[config.mk]
export PLATFORM = sky130hd
export DESIGN_NAME = bbrc_ctrl
export DESIGN_NICKNAME = d
export VERILOG_FILES = /design/src/rtl/bbrc_pkg.sv /design/src/rtl/bbrc_ctrl.sv
export SDC_FILE = /design/constraint.sdc
export NUM_CORES = 1
export LEC_CHECK = 0
export ABC_AREA = 1
export BUFFER_PORTS_ARGS = -buffer_cell sky130_fd_sc_hd__buf_2
export CORE_UTILIZATION = 48
export CTS_CLUSTER_SIZE = 40
export DETAILED_ROUTE_END_ITERATION = 10
export PLACE_DENSITY = 0.86
export SETUP_SLACK_MARGIN = 0.5
export SLEW_MARGIN = 20
export SYNTH_ARGS = -nofsm -noshare
export SYNTH_HDL_FRONTEND = slang
export SYNTH_SLANG_ARGS = --single-unit
[constraint.sdc]
create_clock -name i_clk -period 1.22 [get_ports i_clk]
set_input_delay 0.183 -clock i_clk [delete_from_list [all_inputs] [get_ports i_clk]]
set_output_delay 0.183 -clock i_clk [all_outputs]
set_load 0.05 [all_outputs]
[src/rtl/bbrc_pkg.sv]
`timescale 1ns / 1ps
`default_nettype none

package bbrc_pkg;

    // band capacity and per-band curve counter width
    localparam int MAX_BAND_CURVES = 256;
    localparam int CNT_W           = $clog2(MAX_BAND_CURVES + 1);

    // iterative divide / square root unit sizes
    localparam int IT_NW         = 52;   // dividend or radicand bits
    localparam int IT_DW         = 27;   // divisor magnitude bits
    localparam int IT_RW         = 28;   // partial remainder bits
    localparam int IT_SW         = 26;   // square root bits
    localparam int IT_CNT_W      = 6;
    localparam int IT_DIV_STEPS  = IT_NW;
    localparam int IT_SQRT_STEPS = IT_NW / 2;

    // sign code lookup for root eligibility
    localparam logic [15:0] ROOT_CODE = 16'h2E74;

    // configuration
    localparam int CFG_IDX_W = 2;
    localparam int CFG_DW    = 32;
    localparam logic [CFG_IDX_W-1:0] REG_PPU_X = 2'd0;
    localparam logic [CFG_IDX_W-1:0] REG_PPU_Y = 2'd1;
    localparam logic [CFG_IDX_W-1:0] REG_BOOST = 2'd2;
    localparam logic [31:0] PPU_RST = 32'h0100_0000;

    // item kinds
    localparam logic [1:0] KIND_HORIZ = 2'd0;
    localparam logic [1:0] KIND_VERT  = 2'd1;

    // stream widths
    localparam int COORD_W  = 24;
    localparam int IN_DW    = 8 * COORD_W;
    localparam int COV_W    = 17;
    localparam int OUT_DW   = 24;

    // iterative unit operations
    localparam logic [2:0] OP_SQ_DISC = 3'd0;
    localparam logic [2:0] OP_DIV_LIN = 3'd1;
    localparam logic [2:0] OP_DIV_T0  = 3'd2;
    localparam logic [2:0] OP_DIV_T1  = 3'd3;
    localparam logic [2:0] OP_DIV_CMB = 3'd4;
    localparam logic [2:0] OP_SQ_OUT  = 3'd5;

    // datapath steps
    localparam logic [3:0] ST_NONE  = 4'd0;
    localparam logic [3:0] ST_CHECK = 4'd1;
    localparam logic [3:0] ST_COUNT = 4'd2;
    localparam logic [3:0] ST_ZERO  = 4'd3;
    localparam logic [3:0] ST_DISC  = 4'd4;
    localparam logic [3:0] ST_TMUL1 = 4'd5;
    localparam logic [3:0] ST_TMUL2 = 4'd6;
    localparam logic [3:0] ST_TFIN  = 4'd7;
    localparam logic [3:0] ST_RMUL  = 4'd8;
    localparam logic [3:0] ST_RFIN  = 4'd9;
    localparam logic [3:0] ST_ACC   = 4'd10;
    localparam logic [3:0] ST_CMUL  = 4'd11;
    localparam logic [3:0] ST_CSEL  = 4'd12;
    localparam logic [3:0] ST_CLEAR = 4'd13;

    typedef struct packed {
        logic       load;
        logic       it_start;
        logic [2:0] op;
        logic [3:0] step;
        logic       root;
    } t_cmd;

    typedef struct packed {
        logic elig;
        logic stop_hit;
        logic use1;
        logic use2;
        logic aq_zero;
        logic bq_zero;
        logic it_done;
        logic eos;
        logic boost;
    } t_sts;

endpackage

`default_nettype wire

[src/rtl/bbrc_ctrl.sv]
`timescale 1ns / 1ps
`default_nettype none

module bbrc_ctrl (
    input  wire             i_clk,
    input  wire             i_rst_n,
    input  wire             i_in_valid,
    input  wire             i_out_ready,
    input  bbrc_pkg::t_sts  i_sts,
    output logic            o_in_ready,
    output logic            o_out_valid,
    output bbrc_pkg::t_cmd  o_cmd
);

    localparam logic [4:0] S_IDLE    = 5'd0;
    localparam logic [4:0] S_CHECK   = 5'd1;
    localparam logic [4:0] S_DECIDE  = 5'd2;
    localparam logic [4:0] S_ZERO    = 5'd3;
    localparam logic [4:0] S_LIN_GO  = 5'd4;
    localparam logic [4:0] S_LIN_W   = 5'd5;
    localparam logic [4:0] S_DISC    = 5'd6;
    localparam logic [4:0] S_SQ_GO   = 5'd7;
    localparam logic [4:0] S_SQ_W    = 5'd8;
    localparam logic [4:0] S_D0_GO   = 5'd9;
    localparam logic [4:0] S_D0_W    = 5'd10;
    localparam logic [4:0] S_D1_GO   = 5'd11;
    localparam logic [4:0] S_D1_W    = 5'd12;
    localparam logic [4:0] S_TMUL1   = 5'd13;
    localparam logic [4:0] S_TMUL2   = 5'd14;
    localparam logic [4:0] S_TFIN    = 5'd15;
    localparam logic [4:0] S_RMUL    = 5'd16;
    localparam logic [4:0] S_RFIN    = 5'd17;
    localparam logic [4:0] S_ACC     = 5'd18;
    localparam logic [4:0] S_END     = 5'd19;
    localparam logic [4:0] S_CMUL    = 5'd20;
    localparam logic [4:0] S_CD_GO   = 5'd21;
    localparam logic [4:0] S_CD_W    = 5'd22;
    localparam logic [4:0] S_CSEL    = 5'd23;
    localparam logic [4:0] S_CS_GO   = 5'd24;
    localparam logic [4:0] S_CS_W    = 5'd25;
    localparam logic [4:0] S_OUT     = 5'd26;

    logic [4:0] r_state, n_state;
    logic       r_root, n_root;

    // sequencer
    always_comb begin
        n_state     = r_state;
        n_root      = r_root;
        o_cmd       = '0;
        o_cmd.root  = r_root;
        o_in_ready  = 1'b0;
        o_out_valid = 1'b0;
        case (r_state)
            S_IDLE: begin
                o_in_ready = 1'b1;
                if (i_in_valid) begin
                    o_cmd.load = 1'b1;
                    n_state    = S_CHECK;
                end
            end
            S_CHECK: begin
                o_cmd.step = bbrc_pkg::ST_CHECK;
                n_state    = S_DECIDE;
            end
            S_DECIDE: begin
                n_root = 1'b0;
                if (!i_sts.elig) begin
                    n_state = S_END;
                end else begin
                    o_cmd.step = bbrc_pkg::ST_COUNT;
                    if (i_sts.stop_hit || !(i_sts.use1 || i_sts.use2))
                        n_state = S_END;
                    else if (i_sts.aq_zero)
                        n_state = i_sts.bq_zero ? S_ZERO : S_LIN_GO;
                    else
                        n_state = S_DISC;
                end
            end
            S_ZERO: begin
                o_cmd.step = bbrc_pkg::ST_ZERO;
                n_state    = S_RMUL;
            end
            S_LIN_GO: begin
                o_cmd.it_start = 1'b1;
                o_cmd.op       = bbrc_pkg::OP_DIV_LIN;
                n_state        = S_LIN_W;
            end
            S_LIN_W: begin
                if (i_sts.it_done) n_state = S_TMUL1;
            end
            S_DISC: begin
                o_cmd.step = bbrc_pkg::ST_DISC;
                n_state    = S_SQ_GO;
            end
            S_SQ_GO: begin
                o_cmd.it_start = 1'b1;
                o_cmd.op       = bbrc_pkg::OP_SQ_DISC;
                n_state        = S_SQ_W;
            end
            S_SQ_W: begin
                if (i_sts.it_done) n_state = S_D0_GO;
            end
            S_D0_GO: begin
                o_cmd.it_start = 1'b1;
                o_cmd.op       = bbrc_pkg::OP_DIV_T0;
                n_state        = S_D0_W;
            end
            S_D0_W: begin
                if (i_sts.it_done) n_state = S_D1_GO;
            end
            S_D1_GO: begin
                o_cmd.it_start = 1'b1;
                o_cmd.op       = bbrc_pkg::OP_DIV_T1;
                n_state        = S_D1_W;
            end
            S_D1_W: begin
                if (i_sts.it_done) n_state = S_TMUL1;
            end
            // crossing along the ray, one root at a time
            S_TMUL1: begin
                o_cmd.step = bbrc_pkg::ST_TMUL1;
                n_state    = S_TMUL2;
            end
            S_TMUL2: begin
                o_cmd.step = bbrc_pkg::ST_TMUL2;
                n_state    = S_TFIN;
            end
            S_TFIN: begin
                o_cmd.step = bbrc_pkg::ST_TFIN;
                n_root     = ~r_root;
                n_state    = r_root ? S_RMUL : S_TMUL1;
            end
            // pixel distance, coverage and weight per root
            S_RMUL: begin
                o_cmd.step = bbrc_pkg::ST_RMUL;
                n_state    = S_RFIN;
            end
            S_RFIN: begin
                o_cmd.step = bbrc_pkg::ST_RFIN;
                n_root     = ~r_root;
                n_state    = r_root ? S_ACC : S_RMUL;
            end
            S_ACC: begin
                o_cmd.step = bbrc_pkg::ST_ACC;
                n_state    = S_END;
            end
            S_END: begin
                n_state = i_sts.eos ? S_CMUL : S_IDLE;
            end
            // dual-ray combination
            S_CMUL: begin
                o_cmd.step = bbrc_pkg::ST_CMUL;
                n_state    = S_CD_GO;
            end
            S_CD_GO: begin
                o_cmd.it_start = 1'b1;
                o_cmd.op       = bbrc_pkg::OP_DIV_CMB;
                n_state        = S_CD_W;
            end
            S_CD_W: begin
                if (i_sts.it_done) n_state = S_CSEL;
            end
            S_CSEL: begin
                o_cmd.step = bbrc_pkg::ST_CSEL;
                n_state    = i_sts.boost ? S_CS_GO : S_OUT;
            end
            S_CS_GO: begin
                o_cmd.it_start = 1'b1;
                o_cmd.op       = bbrc_pkg::OP_SQ_OUT;
                n_state        = S_CS_W;
            end
            S_CS_W: begin
                if (i_sts.it_done) n_state = S_OUT;
            end
            S_OUT: begin
                o_out_valid = 1'b1;
                if (i_out_ready) begin
                    o_cmd.step = bbrc_pkg::ST_CLEAR;
                    n_state    = S_IDLE;
                end
            end
            default: begin
                n_state = S_IDLE;
            end
        endcase
    end

    always_ff @(posedge i_clk) begin
        if (!i_rst_n) begin
            r_state <= S_IDLE;
            r_root  <= 1'b0;
        end else begin
            r_state <= n_state;
            r_root  <= n_root;
        end
    end

    // an accepted item always starts its check
    a_accept_check: assert property (@(posedge i_clk) disable iff (!i_rst_n)
        (i_in_valid && o_in_ready) |=> (r_state == S_CHECK))
        else $error("accepted item did not enter check");

    // the shared unit only finishes while the sequencer waits for it
    a_done_in_wait: assert property (@(posedge i_clk) disable iff (!i_rst_n)
        i_sts.it_done |-> (r_state == S_LIN_W || r_state == S_SQ_W || r_state == S_D0_W ||
                           r_state == S_D1_W || r_state == S_CD_W || r_state == S_CS_W))
        else $error("iterative unit finished outside a wait state");

    // a result is only offered after the combination step
    a_out_entry: assert property (@(posedge i_clk) disable iff (!i_rst_n)
        $rose(o_out_valid) |-> ($past(r_state) == S_CSEL || $past(r_state) == S_CS_W))
        else $error("result offered without combination");

    // root index is back at zero whenever the band accumulation step is reached
    a_root_rewind: assert property (@(posedge i_clk) disable iff (!i_rst_n)
        (r_state == S_ACC) |-> !r_root)
        else $error("root index not rewound after root terms");

endmodule

`default_nettype wire
==> impl_metrics.toml, run 1 <==
[outcome]
lastStage = "global routing"
tool.error = "[ERROR DPL-0038] Utilization greater than 100%, impossible to legalize"
status = "did not finish"

[synthesis]
yosysWarnings = 0
synth_xor_area_share_pct = 0
synth.distinct_cells = 25
netlist_instances = 193
synth_compound_area_share_pct = 9.05
syn-cell-area_sq_um = 1050
ys_ff_latch = 6
synth_fp_nets = 206
syn_avg_cell_area_sq_um = 5.45
synth_top_family_by_area = "simple AND/OR/NAND/NOR gates"
synth.area.top_cells = "nand2_1, nor2_1, dfxtp_1"
yosysSeqAreaShare_pct = 11.4
yosysTopAreaCellShare_pct = 18.9
yosys.area.top_type = "nand2_1"
synthSimpleGateAreaFrac_pct = 63.3
synth_fa_ha_area_share_pct = 0
muxShareOfSynthArea_pct = 0

[placement]
place.gp.congestion = 0.983
dp_hpwl_um = 3040
pre_cts_ws_ns = -0.315
portBuffers = 24

[clock_tree]
cts.sinks = 6
cts_hold_buf = 0
cts_buffers = 3
cts-root-buf = "clkbuf_4"
cts_buffer_depth = 2
h-tree-depth = 1

[floorplanning]
rows = 16
start_util_pct = 52.5
boundaryPins = 25
fp.dieH_um = 48.8
die_w_um = 48.8

[global_route]
grt_max_degree = 9

[timing]
worstEpCategory = "output port"
worst_endpoint = "o_cmd[2]"
synthesized netlist by cell type (all sizes together):
| cell type | count |
|---|---|
| nand4 | 3 |
| nand2 | 57 |
| o22ai | 1 |
| dfxtp | 6 |
| nor3 | 1 |
| nor2 | 48 |
| a21oi | 7 |
| inv | 25 |
| nand3b | 1 |
| o21a | 1 |
| o21ai | 5 |
| a211oi | 1 |
| buf | 7 |
| a31oi | 1 |
| nand3 | 29 |
cell families after synthesis:
logic type | after synthesis
flip-flops | 6
buffers and inverters | 32
AO/OA/AOI/OAI | 16
AND/OR/NAND/NOR | 139
through the flow:
stage,area [sq um],cells
after CTS,1860,290
after detailed placement,1610,282
after global placement,1610,282
after floorplan,1170,193
repair_timing:
item | CTS
endpoints found under the setup margin | 18
setup buffers | 5
pin swaps | 16
resized for setup | 60
==> run 2, diff against run 1 <==
CORE_AREA = 2 2 63 65   (was not set)
CORE_UTILIZATION = not set   (was 48)
CTS_CLUSTER_SIZE = not set   (was 40)
DIE_AREA = 0 0 65 67   (was not set)
PLACE_DENSITY = not set   (was 0.86)
PLACE_DENSITY_LB_ADDON = 0.15   (was not set)
SETUP_SLACK_MARGIN = not set   (was 0.5)
clock period = 1.6 ns   (was 1.22 ns; I/O delays follow)
==> run 2 against run 1 <==
The flow now finishes, with violations (negative setup slack). Synthesized cell count unchanged. Synthesized area unchanged.
==> impl_metrics.toml, run 2 <==
[power]
internal_power_mw = 1.09
total_power_mw = 2.32
clockPowerShare_pct = 9.7
p_seq_share_pct = 11.0
p_leak_nw = 0.886
max-vdd-ir-drop_v = 0.000952
p_comb_share_pct = 79.3
switching_share_pct = 53.0
power_density_nw_per_um2 = 1310
power.switching_mw = 1.23

[synthesis]
yosysTopAreaCellShare_pct = 18.9
synth_edf_count = 0
synth_fp_nets = 206
synthSimpleGateAreaFrac_pct = 63.3
async_flop_share_pct = 0
yosys-top-cells-count = "nand2_1, nor2_1, nand3_1"
yosys.area.top_type = "nand2_1"
synth.distinct_cells = 25
ys_ff_latch = 6
syn-cell-area_sq_um = 1050
synth.area.top_cells = "nand2_1, nor2_1, dfxtp_1"
synth_top_family_by_area = "simple AND/OR/NAND/NOR gates"
ys.flop_type = "dfxtp_1"
syn_avg_cell_area_sq_um = 5.45
yosysMostFrequentCell = "nand2_1"
yosysWarnings = 0
muxShareOfSynthArea_pct = 0
synth_xor_area_share_pct = 0
synth_fa_ha_area_share_pct = 0
netlist_instances = 193
yosysSeqAreaShare_pct = 11.4
synth_compound_area_share_pct = 9.05

[critical_path]
reg2reg_from = "r_state[1]"
slowest_stage = "dfxtp_4"
end_kind = "output port"
r2r_slack_ns = 0.10
arrival_ns = 1.43
r2r-end = "r_state[1]"
crit_chain = "inv_4, nand2_2, nor2_2, nand2_2, o21ai_4, nor2_1, nand3_2, buf_6"
start_kind = "flop"
critPathTopFamily = "simple AND/OR/NAND/NOR gates"
crit_fanout = 8
crit_path_max_incr_delay_ns = 0.44
criticalPathCategory = "flop to output port"
ff2ff_path_depth = 10
critPathBufInv = 2
critPathLaunch = "r_state[2]"
cpMostUsedCell = "nand2_2"
cp_data_required_time_ns = 1.36

[cells_and_area]
synthToLayoutAreaGrowth_pct = 69.3
fillers = 388
nets = 263
final_cell_mix = "nand2_1, buf_4, nor2_1"
instances_no_fill = 296
largest_reg_flops = 5
diodes = 0
drive_above_1_share_pct = 49.2
top_register = "r_state"
final_common_cell = "nand2_1"
final_util_pct = 49.3
top_regs = "r_state x5, r_root x1"

[clock_tree]
cts_hold_buf = 0
cts.sinks = 6
cts_buffers = 3
path_clk_slew_ns = 0.04
clock_latency_ns = 0.22
cts-root-buf = "clkbuf_8"
cts_tree = "done"
cts_buffer_depth = 2
h-tree-depth = 1

[floorplanning]
fp.dieH_um = 67
start_util_pct = 29.1
die_w_um = 65
rows = 22
core_region_area_sq_um = 3610
boundaryPins = 25
fp.dieArea_sq_um = 4360

[timing]
skew_ns = 0.00182
rsz0062_at_grt = "true"
finalHoldViolCount = 0
slew_headroom_pct = 83.5
fin_crit_sh_pct = 104
layout_setup_ws_ns = -0.0700
maxSlewViolCount = 0
tightest_slew_ns = 0.247
whs_ns = 0.287
fmax_mhz = 599
setup_viol = 7
fin_crit_ns = 1.67

[run]
max_cap_viol_count = 0

[global_route]
antenna_found_initial = 0
grt_pass1_vias = 1358
grt_use_total_pct = 19.1
grt_max_degree = 9
grt_first_pass_wirelength_um = 6370
grt-ovfl-total = 0

[placement]
dp_hpwl_um = 2910
place.gp.congestion = 0.833
placed_cells = 278
portBuffers = 24
pre_cts_ws_ns = 0.00984

[detailed_routing]
drcViolationCount = 0
vias = 1447
wl_per_cell_um = 13.7
viasPerCell = 4.89
dr.first_iter.drc_count = 68
ant_nets = 0
wl_um = 4040
firstDrtPassIters = 4

[outcome]
status = "complete, but fails checks"
violations = "negative setup slack"

[hold_path]
min_from = "i_rst_n"
hold_end = "r_root"
hold_depth = 3
hold_path_class = "input port to flop"
run 2: through the flow:
stage	instance area [sq um]	TNS (ns)
4_1_cts	1640	-0.214
5_1_grt	1780	-0.722
2_1_floorplan	1090	-0.334
3_5_place_dp	1380	0
6_report	1780	-0.191
3_3_place_gp	1380	0
run 2: cell families after synthesis:
kind of cell / count (synthesis)
and+or+nand+nor: 139
buffers and inverters: 32
AOI/OAI and AO/OA: 16
DFF: 6
run 2: final cells by class:
| class | count | area, sq um | share of cell area [%] |
|---|---|---|---|
| clock buffer | 3 | 41.3 | 2.32 |
| inverter | 25 | 111 | 6.26 |
| multi-input combinational | 155 | 958 | 53.9 |
| tap | 48 | 60.1 | 3.38 |
| sequential | 6 | 136 | 7.67 |
| timing repair buffer | 59 | 472 | 26.5 |
run 2: worst max path at each step:
stage	end	slack, ns	depth (start not counted)
floorplan	o_cmd[1]	-0.11	6
global placement	o_cmd[8]	0.01	9
detailed placement	o_cmd[1]	0.01	7
CTS	o_cmd[1]	-0.06	7
global route	o_cmd[1]	-0.14	6
finish	o_cmd[8]	-0.07	8
run 2: power by group through the flow:
stage | registers, mW | clock network, mW | logic [mW]
6_report | 0.255 | 0.225 | 1.84
5_1_grt | 0.260 | 0.243 | 1.96
4_1_cts | 0.253 | 0.232 | 1.71
3_5_place_dp | 0.239 | 0 | 1.34
3_3_place_gp | 0.236 | 0 | 1.35
2_1_floorplan | 0.204 | 0 | 0.996
run 2: timing repair:
item / CTS / global route
setup endpoints to repair: 10 / 15
gates cloned: 0 / 0
buffers inserted: 11 / 7
resized for setup: 51 / 26
pin swaps: 10 / 13
run 2: metal layers:
| metal | global-route usage, % | up-vias | wire length, um |
|---|---|---|---|
| li1 | - | 728 | - |
| met2 | 33.4 | 56 | 1980 |
| met3 | 3.38 | 6 | 217 |
| met4 | 6.38 | 0 | 76 |
| met5 | 0 | - | 0 |
| met1 | 23.6 | 657 | 1770 |
run 2: tightest hold or removal path: cells and delay by family:
family,cells,cell delay [ns]
buf+inv,1,0.10
simple gates,2,0.11
Note: power is estimated with default switching activity, not from simulation.
